`src/rtl/core/sts_pkg.sv`:
```
package sts_pkg;

    localparam int LINE_COUNT_BITS = 24;
    localparam int OUT_LINE_W      = 24;
    localparam int MAX_RESULTS     = 3;
    localparam int CNT_W           = $clog2(MAX_RESULTS + 1);
    localparam int IDX_W           = $clog2(MAX_RESULTS);
    localparam int QUEUE_DEPTH     = 4;
    localparam int QPTR_W          = $clog2(QUEUE_DEPTH);
    localparam int QCNT_W          = $clog2(QUEUE_DEPTH + 1);

    localparam logic [7:0] CH_TAB   = 8'h09;
    localparam logic [7:0] CH_LF    = 8'h0A;
    localparam logic [7:0] CH_CR    = 8'h0D;
    localparam logic [7:0] CH_SPACE = 8'h20;
    localparam logic [7:0] CH_QUOTE = 8'h22;
    localparam logic [7:0] CH_PCT   = 8'h25;
    localparam logic [7:0] CH_LPAR  = 8'h28;
    localparam logic [7:0] CH_RPAR  = 8'h29;
    localparam logic [7:0] CH_PLUS  = 8'h2B;
    localparam logic [7:0] CH_COMMA = 8'h2C;
    localparam logic [7:0] CH_MINUS = 8'h2D;
    localparam logic [7:0] CH_DOT   = 8'h2E;
    localparam logic [7:0] CH_SEMI  = 8'h3B;
    localparam logic [7:0] CH_USCORE = 8'h5F;
    localparam logic [7:0] CH_LBRACE = 8'h7B;
    localparam logic [7:0] CH_RBRACE = 8'h7D;

    typedef enum logic [1:0] {
        KIND_CHAR = 2'd0,
        KIND_END  = 2'd1,
        KIND_ERR  = 2'd2
    } kind_t;

    typedef enum logic [2:0] {
        CLS_NONE     = 3'd0,
        CLS_NUMBER   = 3'd1,
        CLS_STRING   = 3'd2,
        CLS_VARIABLE = 3'd3,
        CLS_COMMAND  = 3'd4,
        CLS_SYMBOL   = 3'd5
    } cls_t;

    typedef enum logic [1:0] {
        ERR_NONE    = 2'd0,
        ERR_UNTERM  = 2'd1,
        ERR_INVALID = 2'd2
    } err_t;

    typedef enum logic [5:0] {
        MODE_IDLE = 6'b000001,
        MODE_INT  = 6'b000010,
        MODE_FRAC = 6'b000100,
        MODE_VAR  = 6'b001000,
        MODE_CMD  = 6'b010000,
        MODE_STR  = 6'b100000
    } mode_t;

    typedef struct packed {
        err_t       err;
        logic [7:0] ch;
        cls_t       cls;
        kind_t      kind;
    } res_t;

    typedef struct packed {
        logic [LINE_COUNT_BITS-1:0] line;
        res_t [MAX_RESULTS-1:0]     res;
        logic [CNT_W-1:0]           cnt;
    } entry_t;

    typedef struct packed {
        logic   push;
        entry_t data;
    } push_t;

    typedef struct packed {
        logic   valid;
        entry_t data;
    } head_t;

    function automatic logic is_digit(input logic [7:0] c);
        return (c >= 8'h30) && (c <= 8'h39);
    endfunction

    function automatic logic is_letter(input logic [7:0] c);
        return ((c >= 8'h41) && (c <= 8'h5A)) || ((c >= 8'h61) && (c <= 8'h7A))
            || (c == CH_USCORE);
    endfunction

    function automatic logic is_space(input logic [7:0] c);
        return (c == CH_SPACE) || (c == CH_TAB) || (c == CH_LF) || (c == CH_CR);
    endfunction

    function automatic logic is_symbol(input logic [7:0] c);
        return (c == CH_LBRACE) || (c == CH_RBRACE) || (c == CH_LPAR)
            || (c == CH_RPAR) || (c == CH_COMMA);
    endfunction

    function automatic res_t mk_res(input kind_t k, input cls_t cl,
                                    input logic [7:0] ch, input err_t e);
        res_t r;
        r.kind = k;
        r.cls  = cl;
        r.ch   = ch;
        r.err  = e;
        return r;
    endfunction

endpackage

```
`src/rtl/core/sts_front.sv`:
```
module sts_front
    import sts_pkg::*;
(
    input  logic       aclk,
    input  logic       aresetn,
    input  logic       in_take,
    input  logic [7:0] in_char,
    input  logic       in_eoi,
    output push_t      push
);

    mode_t                      mode_reg, mode_next;
    logic                       comm_reg, comm_next;
    logic [LINE_COUNT_BITS-1:0] line_reg, line_next;

    localparam logic [LINE_COUNT_BITS-1:0] LINE_MAX = '1;
    localparam logic [LINE_COUNT_BITS-1:0] LINE_ONE = LINE_COUNT_BITS'(1);

    always_comb begin
        res_t [MAX_RESULTS-1:0] res;
        logic [CNT_W-1:0]       n;
        logic                   bump;
        logic                   rescan;
        cls_t                   wcls;

        res       = '0;
        n         = '0;
        bump      = 1'b0;
        rescan    = 1'b0;
        mode_next = mode_reg;
        comm_next = comm_reg;
        wcls      = (mode_reg == MODE_VAR) ? CLS_VARIABLE : CLS_COMMAND;

        if (in_eoi) begin
            if (comm_reg) begin
                comm_next = 1'b0;
                bump      = 1'b1;
            end
            unique case (mode_reg)
                MODE_INT, MODE_FRAC: begin
                    res[n[IDX_W-1:0]] = mk_res(KIND_END, CLS_NUMBER, 8'h00, ERR_NONE);
                    n = n + 1'b1;
                end
                MODE_VAR: begin
                    res[n[IDX_W-1:0]] = mk_res(KIND_END, CLS_VARIABLE, 8'h00, ERR_NONE);
                    n = n + 1'b1;
                end
                MODE_CMD: begin
                    res[n[IDX_W-1:0]] = mk_res(KIND_END, CLS_COMMAND, 8'h00, ERR_NONE);
                    n = n + 1'b1;
                end
                MODE_STR: begin
                    res[n[IDX_W-1:0]] = mk_res(KIND_ERR, CLS_NONE, 8'h00, ERR_UNTERM);
                    n = n + 1'b1;
                end
                default: ;
            endcase
            mode_next = MODE_IDLE;
        end else if (comm_reg) begin
            if (in_char == CH_LF) begin
                bump      = 1'b1;
                comm_next = 1'b0;
            end
        end else if (in_char == CH_SEMI) begin
            comm_next = 1'b1;
        end else begin
            bump = (in_char == CH_LF);
            unique case (mode_reg)
                MODE_INT: begin
                    if (is_digit(in_char)) begin
                        res[n[IDX_W-1:0]] = mk_res(KIND_CHAR, CLS_NUMBER, in_char, ERR_NONE);
                        n = n + 1'b1;
                    end else if (in_char == CH_DOT) begin
                        res[n[IDX_W-1:0]] = mk_res(KIND_CHAR, CLS_NUMBER, in_char, ERR_NONE);
                        n = n + 1'b1;
                        mode_next = MODE_FRAC;
                    end else begin
                        res[n[IDX_W-1:0]] = mk_res(KIND_END, CLS_NUMBER, 8'h00, ERR_NONE);
                        n = n + 1'b1;
                        rescan = 1'b1;
                    end
                end
                MODE_FRAC: begin
                    if (is_digit(in_char)) begin
                        res[n[IDX_W-1:0]] = mk_res(KIND_CHAR, CLS_NUMBER, in_char, ERR_NONE);
                        n = n + 1'b1;
                    end else begin
                        res[n[IDX_W-1:0]] = mk_res(KIND_END, CLS_NUMBER, 8'h00, ERR_NONE);
                        n = n + 1'b1;
                        rescan = 1'b1;
                    end
                end
                MODE_VAR, MODE_CMD: begin
                    if (is_letter(in_char)) begin
                        res[n[IDX_W-1:0]] = mk_res(KIND_CHAR, wcls, in_char, ERR_NONE);
                        n = n + 1'b1;
                    end else begin
                        res[n[IDX_W-1:0]] = mk_res(KIND_END, wcls, 8'h00, ERR_NONE);
                        n = n + 1'b1;
                        rescan = 1'b1;
                    end
                end
                MODE_STR: begin
                    if (in_char == CH_QUOTE) begin
                        res[n[IDX_W-1:0]] = mk_res(KIND_END, CLS_STRING, 8'h00, ERR_NONE);
                        n = n + 1'b1;
                        mode_next = MODE_IDLE;
                    end else if ((in_char == CH_LF) || (in_char == CH_CR)) begin
                        res[n[IDX_W-1:0]] = mk_res(KIND_ERR, CLS_NONE, 8'h00, ERR_UNTERM);
                        n = n + 1'b1;
                        mode_next = MODE_IDLE;
                    end else begin
                        res[n[IDX_W-1:0]] = mk_res(KIND_CHAR, CLS_STRING, in_char, ERR_NONE);
                        n = n + 1'b1;
                    end
                end
                default: rescan = 1'b1;
            endcase
        end

        // character that closed a token (or any character in idle) starts afresh
        if (rescan) begin
            mode_next = MODE_IDLE;
            if (is_space(in_char)) begin
                mode_next = MODE_IDLE;
            end else if (is_symbol(in_char)) begin
                res[n[IDX_W-1:0]] = mk_res(KIND_CHAR, CLS_SYMBOL, in_char, ERR_NONE);
                n = n + 1'b1;
                res[n[IDX_W-1:0]] = mk_res(KIND_END, CLS_SYMBOL, 8'h00, ERR_NONE);
                n = n + 1'b1;
            end else if (in_char == CH_PCT) begin
                mode_next = MODE_VAR;
            end else if (is_digit(in_char) || (in_char == CH_PLUS)
                         || (in_char == CH_MINUS)) begin
                res[n[IDX_W-1:0]] = mk_res(KIND_CHAR, CLS_NUMBER, in_char, ERR_NONE);
                n = n + 1'b1;
                mode_next = MODE_INT;
            end else if (in_char == CH_QUOTE) begin
                mode_next = MODE_STR;
            end else if (is_letter(in_char)) begin
                res[n[IDX_W-1:0]] = mk_res(KIND_CHAR, CLS_COMMAND, in_char, ERR_NONE);
                n = n + 1'b1;
                mode_next = MODE_CMD;
            end else begin
                res[n[IDX_W-1:0]] = mk_res(KIND_ERR, CLS_NONE, 8'h00, ERR_INVALID);
                n = n + 1'b1;
            end
        end

        line_next = (bump && (line_reg != LINE_MAX)) ? line_reg + LINE_ONE : line_reg;

        push.push     = in_take && (n != '0);
        push.data.cnt  = n;
        push.data.res  = res;
        push.data.line = line_next;
    end

    always_ff @(posedge aclk) begin
        if (!aresetn) begin
            mode_reg <= MODE_IDLE;
            comm_reg <= 1'b0;
            line_reg <= LINE_ONE;
        end else if (in_take) begin
            mode_reg <= mode_next;
            comm_reg <= comm_next;
            line_reg <= line_next;
        end
    end

`ifndef NO_ASSERTIONS
    a_line_nonzero: assert property (@(posedge aclk) disable iff (!aresetn)
        line_reg != '0)
        else $error("line counter left its range");

    a_line_step: assert property (@(posedge aclk) disable iff (!aresetn)
        in_take |=> (line_reg == $past(line_reg))
                 || (line_reg == $past(line_reg) + LINE_ONE))
        else $error("line counter moved by more than one");

    a_push_count: assert property (@(posedge aclk) disable iff (!aresetn)
        push.push |-> (push.data.cnt <= CNT_W'(MAX_RESULTS)))
        else $error("too many results for one character");
`endif

endmodule

```
`src/rtl/core/sts_queue.sv`:
```
module sts_queue
    import sts_pkg::*;
(
    input  logic  aclk,
    input  logic  aresetn,
    input  push_t push,
    input  logic  pop,
    output logic  full,
    output head_t head
);

    entry_t              mem_reg [QUEUE_DEPTH];
    logic [QPTR_W-1:0]   wptr_reg;
    logic [QPTR_W-1:0]   rptr_reg;
    logic [QCNT_W-1:0]   cnt_reg;
    logic                do_push;
    logic                do_pop;

    assign full       = (cnt_reg == QCNT_W'(QUEUE_DEPTH));
    assign do_push    = push.push && !full;
    assign do_pop     = pop && (cnt_reg != '0);
    assign head.valid = (cnt_reg != '0);
    assign head.data  = mem_reg[rptr_reg];

    always_ff @(posedge aclk) begin
        if (do_push) begin
            mem_reg[wptr_reg] <= push.data;
        end
    end

    always_ff @(posedge aclk) begin
        if (!aresetn) begin
            wptr_reg <= '0;
            rptr_reg <= '0;
            cnt_reg  <= '0;
        end else begin
            if (do_push) begin
                wptr_reg <= wptr_reg + 1'b1;
            end
            if (do_pop) begin
                rptr_reg <= rptr_reg + 1'b1;
            end
            case ({do_push, do_pop})
                2'b10:   cnt_reg <= cnt_reg + 1'b1;
                2'b01:   cnt_reg <= cnt_reg - 1'b1;
                default: cnt_reg <= cnt_reg;
            endcase
        end
    end

`ifndef NO_ASSERTIONS
    a_no_overflow: assert property (@(posedge aclk) disable iff (!aresetn)
        push.push |-> !full)
        else $error("entry pushed into full queue");

    a_cnt_range: assert property (@(posedge aclk) disable iff (!aresetn)
        cnt_reg <= QCNT_W'(QUEUE_DEPTH))
        else $error("queue count out of range");

    a_ptr_track: assert property (@(posedge aclk) disable iff (!aresetn)
        (cnt_reg == '0) |-> (wptr_reg == rptr_reg))
        else $error("queue pointers disagree on empty");
`endif

endmodule

```
`src/rtl/core/sts_back.sv`:
```
module sts_back
    import sts_pkg::*;
(
    input  logic                       aclk,
    input  logic                       aresetn,
    input  head_t                      head,
    output logic                       pop,
    output logic                       out_valid,
    input  logic                       out_ready,
    output res_t                       out_res,
    output logic [LINE_COUNT_BITS-1:0] out_line,
    output logic                       out_last
);

    logic [IDX_W-1:0]           idx_reg;
    logic                       valid_reg;
    res_t                       res_reg;
    logic [LINE_COUNT_BITS-1:0] line_reg;
    logic                       last_reg;
    logic                       adv;
    logic                       fin;

    assign adv = head.valid && (!valid_reg || out_ready);
    assign fin = (CNT_W'(idx_reg) + 1'b1) == head.data.cnt;
    assign pop = adv && fin;

    always_ff @(posedge aclk) begin
        if (adv) begin
            res_reg  <= head.data.res[idx_reg];
            line_reg <= head.data.line;
            last_reg <= fin;
        end
    end

    always_ff @(posedge aclk) begin
        if (!aresetn) begin
            valid_reg <= 1'b0;
            idx_reg   <= '0;
        end else begin
            if (adv) begin
                valid_reg <= 1'b1;
                idx_reg   <= fin ? '0 : idx_reg + 1'b1;
            end else if (out_ready) begin
                valid_reg <= 1'b0;
            end
        end
    end

    assign out_valid = valid_reg;
    assign out_res   = res_reg;
    assign out_line  = line_reg;
    assign out_last  = last_reg;

`ifndef NO_ASSERTIONS
    a_idx_in_entry: assert property (@(posedge aclk) disable iff (!aresetn)
        head.valid |-> (CNT_W'(idx_reg) < head.data.cnt))
        else $error("result index past end of entry");

    a_idx_rewinds: assert property (@(posedge aclk) disable iff (!aresetn)
        pop |=> (idx_reg == '0))
        else $error("index not rewound after entry");

    a_no_empty_entry: assert property (@(posedge aclk) disable iff (!aresetn)
        head.valid |-> (head.data.cnt != '0))
        else $error("entry without results in queue");
`endif

endmodule

```
`src/rtl/core/script_token_scanner.sv`:
```
// channel | dir | tdata (low bit up)                     | tuser     | tlast
// s_axis  | in  | char_value[7:0]                        | -         | end_of_input
// m_axis  | out | token_class[2:0] token_char[10:3]      | kind[1:0] | last
//         |     | line_number[34:11] error_code[36:35]   |           |
//         |     | zero[39:37]                            |           |
// One character is taken per cycle while the queue is not full; the front
// classifies it in that cycle. A character with n results holds the back end
// until all n have left under m_axis_tready; a 4-entry queue absorbs this.
// s_axis_tready drops only while the queue is full.
// Reset is synchronous on aresetn low: idle mode, no comment, line 1.
module script_token_scanner
    import sts_pkg::*;
(
    input  logic        aclk,
    input  logic        aresetn,
    input  logic        s_axis_tvalid,
    output logic        s_axis_tready,
    input  logic [7:0]  s_axis_tdata,   // char_value
    input  logic        s_axis_tlast,
    output logic        m_axis_tvalid,
    input  logic        m_axis_tready,
    output logic [39:0] m_axis_tdata,   // token_class, token_char, line_number, error_code
    output logic [1:0]  m_axis_tuser,   // kind
    output logic        m_axis_tlast
);

    push_t                      push;
    head_t                      head;
    logic                       full;
    logic                       pop;
    logic                       take;
    res_t                       out_res;
    logic [LINE_COUNT_BITS-1:0] out_line;

    assign s_axis_tready = !full;
    assign take          = s_axis_tvalid && !full;

    sts_front u_front (
        .aclk    (aclk),
        .aresetn (aresetn),
        .in_take (take),
        .in_char (s_axis_tdata),
        .in_eoi  (s_axis_tlast),
        .push    (push)
    );

    sts_queue u_queue (
        .aclk    (aclk),
        .aresetn (aresetn),
        .push    (push),
        .pop     (pop),
        .full    (full),
        .head    (head)
    );

    sts_back u_back (
        .aclk      (aclk),
        .aresetn   (aresetn),
        .head      (head),
        .pop       (pop),
        .out_valid (m_axis_tvalid),
        .out_ready (m_axis_tready),
        .out_res   (out_res),
        .out_line  (out_line),
        .out_last  (m_axis_tlast)
    );

    assign m_axis_tdata = {3'b000, out_res.err, OUT_LINE_W'(out_line), out_res.ch,
                           out_res.cls};
    assign m_axis_tuser = out_res.kind;

endmodule
```
`config.mk`:
```
export PLATFORM = sky130hd
export DESIGN_NAME = script_token_scanner
export DESIGN_NICKNAME = d
export VERILOG_FILES = /design/src/rtl/core/sts_pkg.sv /design/src/rtl/core/sts_front.sv /design/src/rtl/core/sts_queue.sv /design/src/rtl/core/sts_back.sv /design/src/rtl/core/script_token_scanner.sv
export SDC_FILE = /design/constraint.sdc
export NUM_CORES = 1
export LEC_CHECK = 0
export ABC_AREA = 1
export BUFFER_PORTS_ARGS = -buffer_cell sky130_fd_sc_hd__buf_2
export CORE_MARGIN = 2
export CORE_UTILIZATION = 55
export CTS_CLUSTER_DIAMETER = 100
export DETAILED_ROUTE_END_ITERATION = 10
export PLACE_DENSITY = 0.79
export SYNTH_ARGS = -nofsm -noshare
export SYNTH_HDL_FRONTEND = slang
export SYNTH_SLANG_ARGS = --single-unit
```
`constraint.sdc`:
```
create_clock -name aclk -period 5.4 [get_ports aclk]
set_input_delay 1.08 -clock aclk [delete_from_list [all_inputs] [get_ports aclk]]
set_output_delay 1.08 -clock aclk [all_outputs]
set_load 0.02 [all_outputs]
```
==> metrics.txt, run 1 <==
share of cells above drive strength 1 0.1342; leading area contributor after synthesis edfxtp_1; GRT overflow 0; Layout area overhead 11.82%; drt total wl 25.86 mm; die area 0.02431 mm2; final setup vio count 0; pin count of the biggest net entering global routing 72; Crit Path Class in -> reg; setup ws final 1.743 ns; mean post-synth cell area 11.09 um2; Yosys top cell area share 0.6055; synth unique cells 44; initial core utilization 0.5608; CTS max path bufs 3; Worst-path clk slew 0.06 ns; CP Capture Type register; Pwr Density 469.0 mW/mm2; remaining routing DRC violations 0; pre-CTS setup slack 1.217 ns; fin crit period 3.657 ns; Lkg Pwr 5.323 nW; routed via count 8509; status complete, no violations; most instantiated cells after synthesis edfxtp_1 (256), nor2_1 (180), o21ai_0 (135); Final Hold Fails 0; first-pass GRT wire length 41.32 mm; Final Skew 0.02750 ns; Max VDD drop 345.3 uV; core area 0.02264 mm2; vias in the first global route 8124; CTS resizes 0; RD Place Congestion 0.8573; Pwr Total 6.658 mW; Area contributors post-synth edfxtp_1 (61%), dfxtp_1 (6.8%), nor2_1 (5.3%); Final Cycle Share 0.6773; worst skew pair latency 0.55 ns; Worst Path Required 5.81 ns; CP Data Arrival Time 4.07 ns; Mapped Area 0.01270 mm2; DR pass1 iterations 6; detailed-placement wirelength estimate 15.81 mm; fmax 273.4 MHz; Port Buffers 54; hold crit path type reg -> reg; max FFs per register 216; CTS Hold Bufs 0; H-Tree Depth 1; max_cap viols 0; TritonCTS clock tree done; Critical Path Fanout Max 5; post-CTS setup buffer count 0; Vias/cell 5.646; FILL cells 1651; Rel. slew slack 0.4535; Net count, final 1220; asr flop ratio synth 0; Total GRT Usage 0.2139; ANT cells 0; CTS Buf Count 29; slew of the pin with the lowest slew margin 0.8197 ns; number of flops mapped to enable cells by yosys 256; post-detailed-route count of antenna-violating nets 0; DR WL/cell 17.16 um; final setup TNS 0 ns; root buffer cell clkbuf_16; Core Rows 55; Initial DRC Count 856; RSZ-0062 raised after global routing false; CTS Sinks 299; Die Height 155.9 um; most frequent cell after synthesis edfxtp_1; Ports 58; Seq/Total Area, Yosys 0.6733; initial antenna violation count 0; nature of the critical path startpoint input pin; flops & latches, synth 299; die width 155.9 um; synth warn 0; Slew Viols, Final 0; ys flop type edfxtp_1; Synth Instances 1145
[power by group]
group	total, mW	leakage [nW]	internal, mW	switching, mW
registers	3.10	2.71	2.96	0.140
clock network	1.94	0.438	1.12	0.818
logic	1.62	2.17	0.461	1.16
total	6.66	5.32	4.54	2.12
[area by class of cell]
| class | instances | area [um2] | area share |
|---|---|---|---|
| flip-flops and latches | 299 | 8549 | 0.6022 |
| multi-input cells | 693 | 3598 | 0.2535 |
| clock buffers | 42 | 794.5 | 0.05597 |
| inverters | 109 | 409.1 | 0.02882 |
| repair buffers | 67 | 367.9 | 0.02591 |
| well taps | 285 | 356.6 | 0.02512 |
| clock inverters | 12 | 120.1 | 0.008461 |
[cell families after synthesis]
logic type / share of synthesized area
XOR/XNOR: 0.01646
flip-flops: 0.6733
AO/OA/AOI/OAI: 0.1148
buffers and inverters: 0.04859
adder cells (fa/ha/maj): 0.008475
AND/OR/NAND/NOR: 0.1381
other: 0.0002954
[routing by layer]
layer / wire (um) / global-route usage
met1: 11380 / 0.3088
met2: 12170 / 0.3472
met3: 1865 / 0.02861
met4: 441 / 0.05548
met5: 0 / 0
[critical path: stages]
cell and delay [ns]:
buf_2 0.13, inv_2 0.10, nand2_2 0.07, inv_1 0.08
nand2_1 0.07, nor2_2 0.13, o21ai_1 0.13, nand2_1 0.14
inv_1 0.10, ha_1 0.20, inv_1 0.04, nand2_1 0.04
nand2_1 0.05, inv_1 0.03, nand2_1 0.04, nand2_1 0.04
nand2_1 0.08, nand3_2 0.13, nand2_2 0.22, ha_1 0.20
inv_1 0.07, fa_1 0.38, a21oi_1 0.15, o21ai_0 0.12
o21ai_0 0.18, a21oi_1 0.05
[stage by stage]
step	instance area [um2]	hold slack, ns	util	instances
finish	14200	0.4453	0.6270	1507
global route	14200	0.4760	0.6270	1507
floorplan	12720	0.4223	-	1151
global placement	13280	0.4342	0.5866	1453
CTS	14200	0.4517	0.6270	1507
detailed placement	13280	0.4428	0.5866	1453
[cell usage in the layout (no fill, tap or decap), drive strengths merged, types with 8 or more instances in the layout]
cell type,instances
a21oi,42
a22o,8
buf,67
clkbuf,42
dfxtp,43
edfxtp,256
inv,111
nand2,116
nand3,41
nand4,9
nor2,194
nor3,25
o21ai,156
o22ai,54
xor2,22
[worst paths after layout]
kind	slack [ns]	start	to	cells past startpoint
worst min register to register	0.45	u_queue.cnt_reg[0]	u_queue.cnt_reg[0]	1
worst max-delay path	1.74	s_axis_tdata[2]	u_queue.cnt_reg[2]	26
worst min-delay path	0.45	u_queue.cnt_reg[0]	u_queue.cnt_reg[0]	1
worst max register to register	1.84	register	u_queue.cnt_reg[2]	13
(Power assumes the default switching activity.)
==> run 2, diff against run 1 <==
- ABC_AREA: 1 -> 0
- CORE_UTILIZATION: 55 -> 60
- PLACE_DENSITY: 0.79 -> 0.82
- clock period: 5.4 -> 3.72 ns (I/O delays scaled with it)
==> metrics.txt, run 2 <==
worst skew pair latency 0.53 ns; nature of the critical path startpoint register; Multi-input gate area 0.003866 mm2; slew of the pin with the lowest slew margin 0.7356 ns; drt total wl 25.15 mm; area post-placement 0.01359 mm2; Net count, final 954; CTS Sinks 299; remaining routing DRC violations 0; die area 0.02223 mm2; Layout area overhead 14.91%; Initial DRC Count 686; CTS max path bufs 3; hold crit path type reg -> reg; root buffer cell clkbuf_16; Mapped Area 0.01263 mm2; status complete, no violations; CTS Buf Count 28; Vias/cell 6.002; slowest CP cell dfxtp_1; CTS Hold Bufs 0; max FFs per register 216; H-Tree Depth 1; Final Util 0.6970; Seq/Total Area, Yosys 0.6768; CP delay by family, top compound AO/OA/AOI/OAI gates; most used cell, CP inv_2; RD Place Congestion 0.8570; post-detailed-route count of antenna-violating nets 0; max_cap viols 0; DR WL/cell 20.47 um; share of cells above drive strength 1 0.2526; Lkg Pwr 5.021 nW; slowest stage delay, CP 0.50 ns; fmax 285.6 MHz; core area 0.02082 mm2; Yosys top cell area share 0.6087; leading area contributor after synthesis edfxtp_1; Final Skew 0.01696 ns; pre-CTS setup slack -0.1352 ns; setup ws final 0.2182 ns; CP Capture Type register; flip-flop and latch area 0.008553 mm2; initial antenna violation count 0; initial core utilization 0.6065; Final Cycle Share 0.9413; most instantiated cells after synthesis edfxtp_1 (256), nor2_1 (76), mux4_2 (54); post-CTS setup buffer count 0; Max VDD drop 319.9 uV; synth unique cells 67; Rel. slew slack 0.5058; GRT overflow 0; Final Instance Area 0.01451 mm2; routed via count 7377; Worst-path clk slew 0.07 ns; Port Buffers 54; detailed-placement wirelength estimate 16.07 mm; final setup vio count 0; Total GRT Usage 0.2321; Crit Path Class reg -> reg; asr flop ratio synth 0; ANT cells 0; Slew Viols, Final 0; ys flop type edfxtp_1; vias in the first global route 7406; TritonCTS clock tree done; die width 149.1 um; Synth Instances 830; Critical Path Fanout Max 8; flops & latches, synth 299; fin crit period 3.502 ns; first-pass GRT wire length 39.79 mm; FILL cells 1378; DR pass1 iterations 5; worst path bufs/invs 3; mean post-synth cell area 15.22 um2; Final Hold Fails 0; Ports 58; Core Rows 53; commonest non-fill, non-tap cell in the layout edfxtp_1; RSZ-0062 raised after global routing false; critical path cell sequence xor2_1, and3b_1, o32ai_2, inv_2, ha_1, a22o_1, o21a_1, o31a_4, inv_2, ha_4, inv_2, fa_2, xor2_1, or3_1, a21oi_1; CTS resizes 0; number of flops mapped to enable cells by yosys 256; Pwr Density 573.1 mW/mm2; Die Height 149.1 um; Worst Path Required 4.17 ns; most frequent cells in the layout edfxtp_1 (256), nor2_1 (76), buf_4 (55); synth warn 0; CP Data Arrival Time 3.95 ns; Area contributors post-synth edfxtp_1 (61%), mux4_2 (9.6%), dfxtp_1 (6.8%); pin count of the biggest net entering global routing 45; most frequent cell after synthesis edfxtp_1
-- run 2: cell count changes after synthesis, moves of 14 or more --
| cell | delta |
|---|---|
| inv_1 | -80 |
| clkbuf_1 | -21 |
| o21ai_0 | -119 |
| o22ai_1 | -52 |
| and2_1 | +18 |
| nor2_1 | -104 |
| o21ai_1 | -14 |
| a21oi_1 | -22 |
| mux4_2 | +54 |
| xnor2_1 | +23 |
| nand3_1 | -14 |
| mux2i_1 | +17 |
| nand2_1 | -59 |
-- run 2: kinds of logic after synthesis --
kind of cell	share of synthesized area
AOI/OAI and AO/OA	0.03487
xor gates and xnor gates	0.03675
adders and majority gates	0.008520
buffers and inverters	0.02298
DFF	0.6768
muxes	0.1107
other	0.0002969
and+or+nand+nor	0.1091
-- run 2: area by class of cell --
cell class | count | area share
Tap cell | 275 | 0.02371
Sequential cell | 299 | 0.5894
Clock inverter | 12 | 0.009311
Multi-Input combinational cell | 473 | 0.2664
Timing Repair Buffer | 113 | 0.05259
Clock buffer | 39 | 0.05397
Inverter | 18 | 0.004656
-- run 2: power by group --
group | total (mW) | switching [mW] | internal [mW]
Sequential | 4.09 | 0.0941 | 3.99
Clock | 2.81 | 1.14 | 1.67
Combinational | 1.42 | 0.870 | 0.551
Total | 8.32 | 2.10 | 6.21
-- run 2: final timing paths --
kind | endpoint | slack [ns] | startpoint | cells past startpoint
max | u_queue.cnt_reg[2] | 0.22 | u_front.mode_reg[1] | 15
min | u_queue.wptr_reg[1] | 0.50 | u_queue.wptr_reg[1] | 2
max reg2reg | u_queue.cnt_reg[2] | 0.22 | u_front.mode_reg[1] | 15
min reg2reg | u_queue.wptr_reg[1] | 0.50 | u_queue.wptr_reg[1] | 2
-- run 2: worst register-to-register path: cells and delay by family (launching register included) --
family / cells / cell delay (ns)
AO/OA/AOI/OAI: 5 / 1.12
adder cells (fa/ha/maj): 3 / 0.75
AND/OR/NAND/NOR: 2 / 0.59
flip-flops: 1 / 0.50
XOR/XNOR: 2 / 0.30
buffers and inverters: 3 / 0.17
-- run 2: metrics by stage --
stage / cells / setup TNS, ns / power (mW) / hold WS, ns
detailed placement: 1178 / -0.1352 / 5.582 / 0.4942
CTS: 1229 / 0 / 8.377 / 0.5006
global placement: 1178 / -0.09235 / 5.540 / 0.4873
floorplan: 836 / -0.1196 / 5.134 / 0.4677
finish: 1229 / 0 / 8.317 / 0.4993
global route: 1229 / 0 / 8.630 / 0.5219
-- run 2: layer usage --
metal  part of all wire  global-route usage  wire length [um]
met1               0.42              0.3383             10500
met2               0.50              0.3788             12520
met5                  0                   0                 0
met3              0.068             0.02997              1713
met4              0.017             0.05952               416
